<file path="config.mk">
export PLATFORM = sky130hd
export DESIGN_NAME = matrix_multiply_engine_unit
export DESIGN_NICKNAME = d
export VERILOG_FILES = /design/src/mme_pkg.sv /design/src/matrix_multiply_engine_unit.sv
export SDC_FILE = /design/constraint.sdc
export NUM_CORES = 2
export LEC_CHECK = 0
export BUFFER_PORTS_ARGS = -buffer_cell sky130_fd_sc_hd__buf_2
export CORE_MARGIN = 4
export CORE_UTILIZATION = 40
export DETAILED_ROUTE_END_ITERATION = 8
export MAX_ROUTING_LAYER = met4
export SETUP_SLACK_MARGIN = 0.05
export SYNTH_ARGS = -nofsm -noshare
export SYNTH_HDL_FRONTEND = slang
export SYNTH_SLANG_ARGS = --single-unit
</file>
<file path="constraint.sdc">
create_clock -name aclk -period 8.8 [get_ports aclk]
set_clock_uncertainty 0.2 [all_clocks]
set_input_delay 0.44 -clock aclk [delete_from_list [all_inputs] [get_ports aclk]]
set_output_delay 0.44 -clock aclk [all_outputs]
set_load 0.02 [all_outputs]
</file>
<file path="src/mme_pkg.sv">
// shared types and constants of the matrix multiply engine
package mme_pkg;

    typedef enum logic [1:0] {
        OP_WRITE_A = 2'd0,
        OP_WRITE_B = 2'd1,
        OP_COMPUTE = 2'd2
    } mme_op_t;

    typedef enum logic [1:0] {
        REG_ROWS_A = 2'd0,
        REG_COLS_A = 2'd1,
        REG_ROWS_B = 2'd2,
        REG_COLS_B = 2'd3
    } mme_reg_t;

    localparam int DIM_BITS   = 4;
    localparam int IDX_BITS   = 3;
    localparam int VAL_BITS   = 16;
    localparam int S_DATA_W   = 24;
    localparam int M_DATA_W   = 24;
    localparam int OP_BITS    = 2;
    localparam int FRAC_BITS  = 8;

endpackage

</file>
<file path="src/matrix_multiply_engine_unit.sv">
// matrix multiply engine top level: element stores, shared mac and sequencer
//
//  channel   ports                      contents
//  input     s_tvalid/s_tready          tuser opcode, tdata row, col, value
//  result    m_tvalid/m_tready          tdata row, col, value, clipped
//                                       tuser dim_error, tlast end of run
//  config    cfg_we/cfg_index/cfg_data  rows_a, cols_a, rows_b, cols_b
//
// a compute is paced by the single multiplier and accumulator, which step read,
// multiply and add for every inner term of every result element, then wait for
// room in the output register; s_tready stays low from a compute transfer until
// the last result of the run or the mismatch result is loaded into that register
// reset clears the sequencer and output valid, sets the dimensions to one, not the stores
module matrix_multiply_engine_unit
    import mme_pkg::*;
#(
    parameter int MAX_DIM   = 8,
    parameter int ELEM_BITS = 16
) (
    input  logic                  aclk,
    input  logic                  aresetn,
    input  logic                  s_tvalid,
    output logic                  s_tready,
    input  logic [S_DATA_W-1:0]   s_tdata,   // elem_row, elem_col, elem_value
    input  logic [OP_BITS-1:0]    s_tuser,   // opcode
    output logic                  m_tvalid,
    input  logic                  m_tready,
    output logic [M_DATA_W-1:0]   m_tdata,   // out_row, out_col, product_value, clipped
    output logic                  m_tuser,   // dim_error
    output logic                  m_tlast,
    input  logic                  cfg_we,
    input  logic [1:0]            cfg_index,
    input  logic [DIM_BITS-1:0]   cfg_data
);

    localparam int IDX_W = $clog2(MAX_DIM);
    localparam int DEPTH = MAX_DIM * MAX_DIM;
    localparam int AW    = $clog2(DEPTH);
    localparam int PROD_W = 2 * ELEM_BITS;
    localparam int ACC_W  = PROD_W + $clog2(MAX_DIM) + 1;
    localparam logic signed [ACC_W-1:0] SAT_MAX =
        {{(ACC_W - ELEM_BITS + 1){1'b0}}, {(ELEM_BITS - 1){1'b1}}};
    localparam logic signed [ACC_W-1:0] SAT_MIN = ~SAT_MAX;
    // running sum is held within plus or minus 2^62, reachable only for wide elements
    localparam bit ACC_CLAMP = (ACC_W > 63);
    localparam logic signed [ACC_W-1:0] ACC_LIM   = ACC_W'(1) << 62;
    localparam logic signed [ACC_W-1:0] ACC_LIM_N = -ACC_LIM;

    typedef enum logic [5:0] {
        ST_IDLE = 6'b000001,
        ST_ERR  = 6'b000010,
        ST_RD   = 6'b000100,
        ST_MUL  = 6'b001000,
        ST_ACC  = 6'b010000,
        ST_OUT  = 6'b100000
    } mme_state_t;

    mme_state_t state_reg, state_next;

    logic [DIM_BITS-1:0] rows_a_reg, cols_a_reg, rows_b_reg, cols_b_reg;
    logic [IDX_W-1:0]    i_reg, j_reg, k_reg;
    logic [IDX_W-1:0]    last_i_reg, last_j_reg, last_k_reg;

    logic signed [ELEM_BITS-1:0] a_mem [DEPTH];
    logic signed [ELEM_BITS-1:0] b_mem [DEPTH];
    logic signed [ELEM_BITS-1:0] a_q_reg, b_q_reg;
    logic signed [PROD_W-1:0]    prod_reg;
    logic signed [ACC_W-1:0]     acc_reg;

    logic [IDX_BITS-1:0] out_row_reg, out_col_reg;
    logic [VAL_BITS-1:0] out_val_reg;
    logic                out_clip_reg, out_err_reg, out_last_reg, out_valid_reg;

    logic [IDX_BITS-1:0]  in_row, in_col;
    logic [ELEM_BITS-1:0] in_val;
    logic                 in_xfer, in_ok, out_free, elem_done, run_done;
    logic [AW-1:0]        wr_addr, a_addr, b_addr;
    logic signed [ACC_W-1:0] shifted, sat_val;
    logic signed [ACC_W-1:0] mac_sum, mac_clamped;
    logic                 sat_clip;

    function automatic logic [IDX_W-1:0] last_index(input logic [DIM_BITS-1:0] d);
        logic [IDX_W-1:0] r;
        if (d == '0) begin
            r = '0;
        end else if (32'(d) > MAX_DIM) begin
            r = IDX_W'(MAX_DIM - 1);
        end else begin
            r = IDX_W'(32'(d) - 1);
        end
        return r;
    endfunction

    assign in_row  = s_tdata[2:0];
    assign in_col  = s_tdata[5:3];
    assign in_val  = ELEM_BITS'(s_tdata[21:6]);
    assign in_xfer = s_tvalid && s_tready;
    assign in_ok   = (32'(in_row) < MAX_DIM) && (32'(in_col) < MAX_DIM);
    assign wr_addr = AW'(32'(in_row) * MAX_DIM + 32'(in_col));
    assign a_addr  = AW'(32'(i_reg) * MAX_DIM + 32'(k_reg));
    assign b_addr  = AW'(32'(k_reg) * MAX_DIM + 32'(j_reg));

    assign out_free  = !out_valid_reg || m_tready;
    assign elem_done = (k_reg == last_k_reg);
    assign run_done  = (i_reg == last_i_reg) && (j_reg == last_j_reg);

    always_comb begin
        mac_sum     = acc_reg + ACC_W'(prod_reg);
        mac_clamped = mac_sum;
        if (ACC_CLAMP) begin
            if (mac_sum > ACC_LIM) begin
                mac_clamped = ACC_LIM;
            end else if (mac_sum < ACC_LIM_N) begin
                mac_clamped = ACC_LIM_N;
            end
        end
    end

    assign shifted = acc_reg >>> FRAC_BITS;
    always_comb begin
        sat_val  = shifted;
        sat_clip = 1'b0;
        if (shifted > SAT_MAX) begin
            sat_val  = SAT_MAX;
            sat_clip = 1'b1;
        end else if (shifted < SAT_MIN) begin
            sat_val  = SAT_MIN;
            sat_clip = 1'b1;
        end
    end

    assign s_tready = (state_reg == ST_IDLE);

    always_comb begin
        state_next = state_reg;
        case (state_reg)
            ST_IDLE: begin
                if (in_xfer && s_tuser == OP_COMPUTE) begin
                    state_next = (cols_a_reg != rows_b_reg) ? ST_ERR : ST_RD;
                end
            end
            ST_ERR:  if (out_free) state_next = ST_IDLE;
            ST_RD:   state_next = ST_MUL;
            ST_MUL:  state_next = ST_ACC;
            ST_ACC:  state_next = elem_done ? ST_OUT : ST_RD;
            ST_OUT: begin
                if (out_free) begin
                    state_next = run_done ? ST_IDLE : ST_RD;
                end
            end
            default: state_next = ST_IDLE;
        endcase
    end

    always_ff @(posedge aclk) begin
        if (!aresetn) begin
            state_reg  <= ST_IDLE;
            rows_a_reg <= DIM_BITS'(1);
            cols_a_reg <= DIM_BITS'(1);
            rows_b_reg <= DIM_BITS'(1);
            cols_b_reg <= DIM_BITS'(1);
        end else begin
            state_reg <= state_next;
            if (cfg_we) begin
                case (mme_reg_t'(cfg_index))
                    REG_ROWS_A: rows_a_reg <= cfg_data;
                    REG_COLS_A: cols_a_reg <= cfg_data;
                    REG_ROWS_B: rows_b_reg <= cfg_data;
                    REG_COLS_B: cols_b_reg <= cfg_data;
                    default: ;
                endcase
            end
        end
    end

    // element stores
    always_ff @(posedge aclk) begin
        if (in_xfer && in_ok) begin
            case (mme_op_t'(s_tuser))
                OP_WRITE_A: a_mem[wr_addr] <= in_val;
                OP_WRITE_B: b_mem[wr_addr] <= in_val;
                default: ;
            endcase
        end
        a_q_reg <= a_mem[a_addr];
        b_q_reg <= b_mem[b_addr];
    end

    // counters and shared mac
    always_ff @(posedge aclk) begin
        case (state_reg)
            ST_IDLE: begin
                i_reg      <= '0;
                j_reg      <= '0;
                k_reg      <= '0;
                acc_reg    <= '0;
                last_i_reg <= last_index(rows_a_reg);
                last_j_reg <= last_index(cols_b_reg);
                last_k_reg <= last_index(cols_a_reg);
            end
            ST_MUL: prod_reg <= a_q_reg * b_q_reg;
            ST_ACC: begin
                acc_reg <= mac_clamped;
                if (!elem_done) begin
                    k_reg <= k_reg + IDX_W'(1);
                end
            end
            ST_OUT: begin
                if (out_free) begin
                    acc_reg <= '0;
                    k_reg   <= '0;
                    if (j_reg == last_j_reg) begin
                        j_reg <= '0;
                        i_reg <= i_reg + IDX_W'(1);
                    end else begin
                        j_reg <= j_reg + IDX_W'(1);
                    end
                end
            end
            default: ;
        endcase
    end

    // result register
    always_ff @(posedge aclk) begin
        if (!aresetn) begin
            out_valid_reg <= 1'b0;
        end else begin
            if (m_tvalid && m_tready) begin
                out_valid_reg <= 1'b0;
            end
            if (state_reg == ST_ERR && out_free) begin
                out_valid_reg <= 1'b1;
            end
            if (state_reg == ST_OUT && out_free) begin
                out_valid_reg <= 1'b1;
            end
        end
        if (state_reg == ST_ERR && out_free) begin
            out_row_reg  <= '0;
            out_col_reg  <= '0;
            out_val_reg  <= '0;
            out_clip_reg <= 1'b0;
            out_err_reg  <= 1'b1;
            out_last_reg <= 1'b1;
        end
        if (state_reg == ST_OUT && out_free) begin
            out_row_reg  <= IDX_BITS'(i_reg);
            out_col_reg  <= IDX_BITS'(j_reg);
            out_val_reg  <= sat_val[VAL_BITS-1:0];
            out_clip_reg <= sat_clip;
            out_err_reg  <= 1'b0;
            out_last_reg <= run_done;
        end
    end

    assign m_tvalid = out_valid_reg;
    assign m_tdata  = {1'b0, out_clip_reg, out_val_reg, out_col_reg, out_row_reg};
    assign m_tuser  = out_err_reg;
    assign m_tlast  = out_last_reg;

endmodule

</file>
**Yosys cells after proc, flatten, opt, wreduce, memory -nomap -nowiden**

Memory sizes are Yosys's and may differ from the RTL's. A register that Yosys moved wholly into a read port is not among the register bits.
Cells that the tools add are included.

- Input bits: 37
- Bits in writable memories: 2048
- Memories kept: 2
- Flip-flop bits (word level): 134
- Word-level logic and storage cells: 127

Memory list:

| memory | depth | bits a word | read ports | clocked after memory_dff | write ports | line | RTL |
|---|---|---|---|---|---|---|---|
| a_mem | 64 | 16 | 1 | 1 | 1 | matrix_multiply_engine_unit.sv:64 | `logic signed [ELEM_BITS-1:0] a_mem [DEPTH];` |
| b_mem | 64 | 16 | 1 | 1 | 1 | matrix_multiply_engine_unit.sv:65 | `logic signed [ELEM_BITS-1:0] b_mem [DEPTH];` |

- Equal/unequal tests: 20
- Magnitude comparators: 5
- $mul: 1
- Multiplexer cells: 43
- Add/subtract/negate cells: 10
- Reductions and logical operators: 26

Operators with widths:

| operator | number |
|---|---|
| 36-bit one-hot mux with 3 select lines | 1 |
| 16-bit 2-to-1 mux | 4 |
| 3-bit 2-to-1 mux | 14 |
| 36-bit by 32-bit adder with 36-bit output | 1 |
| 36-bit 2-to-1 mux | 1 |
| 6-bit one-hot mux with 6 select lines | 1 |
| 16-bit by 16-bit multiplier with 32-bit output | 1 |
| 28-bit by 16-bit greater-than comparator with 1-bit output (second input constant) | 1 |
| 28-bit by 16-bit < comparator with 1-bit output (second input constant) | 1 |
| 6-bit 2-to-1 mux | 4 |
| 6-bit by 3-bit adder with 6-bit output | 3 |
| 1-bit 2-to-1 mux | 15 |
| 4-bit greater-than comparator (second input constant) | 3 |
| 4-bit logical NOT | 3 |
| 3-bit one-hot mux with 2 select lines | 2 |
| 2-bit AND reduction | 6 |
| 3-bit by 1-bit adder with 3-bit output (second input constant) | 3 |
| 3-bit equality test | 3 |
| 3-bit one-hot mux with 3 select lines | 1 |
| 3-bit AND reduction | 3 |
| 3-bit by 1-bit subtractor with 3-bit output (second input constant) | 3 |
| 2-bit inequality test (second input constant) | 4 |
| 2-bit equality test (second input constant) | 3 |
| 6-bit by 1-bit equality test with 1-bit output (second input constant) | 1 |
| other kinds (14) | 23 |

**Longest topological paths before layout**

- Word-level depth: 5
- Mapped depth: 23

**Worst setup path before layout**

OpenSTA, ideal clock, no wires.

- Kind: register to register
- From: register b_q_reg[7] (read register of b_mem)
- To: register prod_reg[30] (data pin)
- Arrival: 5.980 ns
- Path slack: 2.357 ns
- Period minus slack after synthesis: 6.443 ns
- Stages on the path, launching flop included: 24
- Buffers on the path: 1
- Path through: dfxtp_1 clkbuf_1 nand2_1 fa_1 inv_1 fa_1 inv_1 fa_1 inv_1 fa_1 fa_1 inv_1 fa_1 inv_1 ha_1 a21o_1 a21o_1 a21oi_1 o211ai_1 a311oi_1 o21ai_0 a211oi_1 a21oi_1 xor2_1

- Word-level cells in the longest chain between the ends: 1

RTL lines:

| item | line | RTL |
|---|---|---|
| from (decl) | matrix_multiply_engine_unit.sv:66 | `logic signed [ELEM_BITS-1:0] a_q_reg, b_q_reg;` |
| 16-bit by 16-bit multiplier with 32-bit output | matrix_multiply_engine_unit.sv:201 | `ST_MUL: prod_reg <= a_q_reg * b_q_reg;` |
| to (signal assigned) | matrix_multiply_engine_unit.sv:201 |  |
| to (decl) | matrix_multiply_engine_unit.sv:67 | `logic signed [PROD_W-1:0] prod_reg;` |

No other way between the ends.
A chain may end at the register's enable or synchronous reset.

**Worst setup path in the final report**

- From: register a_q_reg[7] (read register of a_mem)
- To: register prod_reg[30] (data pin)

- Word-level cells in the longest chain between the ends: 1

RTL lines:

| item | line |
|---|---|
| from (decl) | matrix_multiply_engine_unit.sv:66 |
| 16-bit by 16-bit multiplier with 32-bit output | matrix_multiply_engine_unit.sv:201 |

No other way between the ends.

==> impl_metrics.ini <==
[job]
maxCapViolCount = 0

[sta]
fin_crit_ns = 7.14
rsz0062_at_grt = false
min_period_over_period_pct = 81.1
fmax_ghz = 0.140
setup_viol = 0
relSlewSlack_pct = 14.2
drv_slew = 0
finalHoldViolCount = 0
final.setup.tns_ns = 0
tightest_slew_ns = 1.28

[setup_path]
crit_fanout = 16
required_ns = 9.17
crit_arrival_ns = 7.50
r2r_setup_slack_ns = 1.66
worstSetupPathType = reg -> reg
critPathLaunchType = register
endpoint_kind = register

[cts]
clk_pin_slew_worst_paths_ns = 0.06
cts-buffers-inserted = 216
clock_sinks = 2214
cts_max_level = 4
cts_tree = yes
clock_path_buffers = 3
cts-root-buf = clkbuf_16
clk_latency_ns = 0.86

[drt]
drt_first_pass_iters = 5
ant_nets = 0
num_vias = 45900
drt-initial-drc-count = 4369
top_layer_used = met4
route.detailed.wl_per_inst_um = 26.8
drc = 0
viasPerCell = 5.47
wl_met1_mm = 96.4
wl_met2_mm = 110
met3RoutedLength_mm = 14.6
drt_wl_total_mm = 225

[floorplanning]
start_util_pct = 40.3
core_um2 = 236000
dieArea_um2 = 246000
die_w_um = 496
die_h_um = 496
fp-row-count = 178
pin_count = 65

[synth]
yosys-top-cells-count = edfxtp_1 (2158), mux4_2 (672), inv_1 (305), fa_1 (263), nor2_1 (234)
synthTopCellsByArea = edfxtp_1 (68%), mux4_2 (16%), fa_1 (5.5%)
synth.cell_area_um2 = 95300
yosysSeqAreaShare_pct = 69.2
synth.most_common_cell = edfxtp_1
syn_nets = 5192
synth_edf_count = 2158
avgSynthCellArea_um2 = 20.0
ys_seq_elements = 2214
synth_warnings = 0
netlist_instances = 4769
yosysUniqueCellTypes = 59
yosys_most_used_dff = edfxtp_1
synth_top_area_share_pct = 68.0
netlist.top_cell.by_area = edfxtp_1
ys_async_sr_fraction_pct = 0

[final_layout]
num-fill-cells = 19800
syn2layout_area_growth_pct = 13.1
multiInputGateArea_um2 = 27300
seqCellArea_um2 = 65900
nNetsFinal = 5475
drive_gt1_share_pct = 24.1

[placement]
gp_congestion = 0.814
port_buffers = 61
dpl.hpwl_mm = 134

[grt]
grt_overflow = 0
grt_usage_pct = 19.0
grt_pass1_wl_mm = 332
antenna_found_initial = 26
grt_max_degree = 101
grt_pass1_vias = 47400

[run_status]
outcome = finished clean

[hold_path]
worstHoldPathType = in -> reg
path summary, 6_finish.rpt:
check                                               start                   endpoint  cells past startpoint
worst max-delay path                   a_q_reg[7]$_DFF_P_     prod_reg[30]$_DFFE_PP_                     22
worst min-delay path                           s_tdata[4]    b_mem[18][13]$_DFFE_PP_                      4
worst max register to register         a_q_reg[7]$_DFF_P_     prod_reg[30]$_DFFE_PP_                     22
worst min register to register  state_reg[3]$_SDFFE_PN0P_  state_reg[3]$_SDFFE_PN0P_                      1
cell families (layout without fill, tap and decap cells):
| group | Yosys count | after routing | share of synthesized area (%) |
|---|---|---|---|
| flip-flops | 2214 | 2214 | 69.2 |
| multiplexers | 687 | 687 | 16.0 |
| adder cells (fa/ha/maj) | 386 | 386 | 7.14 |
| XOR/XNOR | 78 | 78 | 0.717 |
| AO/OA/AOI/OAI | 195 | 195 | 1.34 |
| other | 1 | 4 | 0.00394 |
| AND/OR/NAND/NOR | 687 | 687 | 3.40 |
| buffers and inverters | 521 | 994 | 2.14 |
routing by layer:
metal | global-route usage, % | vias to the layer above
met2 | 29.7 | 1555
li1 | - | 19400
met1 | 27.1 | 24800
met5 | - | -
met3 | 2.62 | 269
met4 | 3.99 | 0
per-stage QoR:
step | hold slack [ns] | worst slack (ns) | area [µm²] | utilization [%] | instances
final | 0.153 | 1.66 | 108000 | 45.6 | 8395
after global routing | 0.138 | 1.12 | 108000 | 45.6 | 8394
after CTS | 0.0475 | 1.59 | 108000 | 45.6 | 8392
after detailed placement | 0.329 | 1.61 | 100000 | 42.4 | 7950
after global placement | 0.285 | 1.59 | 100000 | 42.4 | 7950
after floorplan | 0.265 | 2.36 | 95300 | - | 4769
final cells by class:
class,count,area share [%]
flip-flops and latches,2214,61.2
clock buffers,264,5.25
repair buffers,281,2.05
multi-input cells,2034,25.4
well taps,3150,3.66
inverters,305,1.06
clock inverters,144,1.39
diodes,3,0.00697
worst max-delay path, stage by stage (launching register included):
cell	delay [ns]
dfxtp_1	0.79
nand2_1	0.17
fa_1	0.56
inv_1	0.05
fa_1	0.50
inv_1	0.05
fa_1	0.53
inv_1	0.07
fa_1	0.39
fa_1	0.51
inv_1	0.05
fa_1	0.47
inv_1	0.04
ha_1	0.34
a21o_1	0.20
a21o_1	0.16
a21oi_1	0.19
o211ai_1	0.20
a311oi_1	0.44
o21ai_0	0.27
a211oi_1	0.39
a21oi_1	0.14
xor2_1	0.16
placed cells by master, fill, tap and decap left out, drive strengths merged, types with 7 or more instances in the layout:
cell / synthesis / final
a211oi: 9 / 9
a21o: 34 / 34
a21oi: 49 / 49
a31oi: 12 / 12
and2: 136 / 136
and3: 17 / 17
buf: 78 / 247
bufinv: 0 / 23
clkbuf: 138 / 264
clkinv: 0 / 106
clkinvlp: 0 / 9
dfxtp: 56 / 56
dlygate4sd3: 0 / 34
edfxtp: 2158 / 2158
fa: 263 / 263
ha: 123 / 123
inv: 305 / 311
mux2i: 14 / 14
mux4: 672 / 672
nand2: 185 / 185
nand2b: 13 / 13
nand3: 16 / 16
nand3b: 7 / 7
nand4: 7 / 7
nor2: 234 / 234
nor2b: 23 / 23
nor3: 19 / 19
nor4: 8 / 8
o21a: 14 / 14
o21ai: 38 / 38
xnor2: 53 / 53
xor2: 25 / 25
timing repair:
item                                   in CTS  in global routing
endpoints found under the hold margin     685                  0
buffers inserted                            0                  0
hold buffers                               34                  0
gates resized for setup                     0                  0
Power is left out: the tool's default activity adds up to more than one toggle a clock period on the data nets, which glitch-free logic cannot reach.
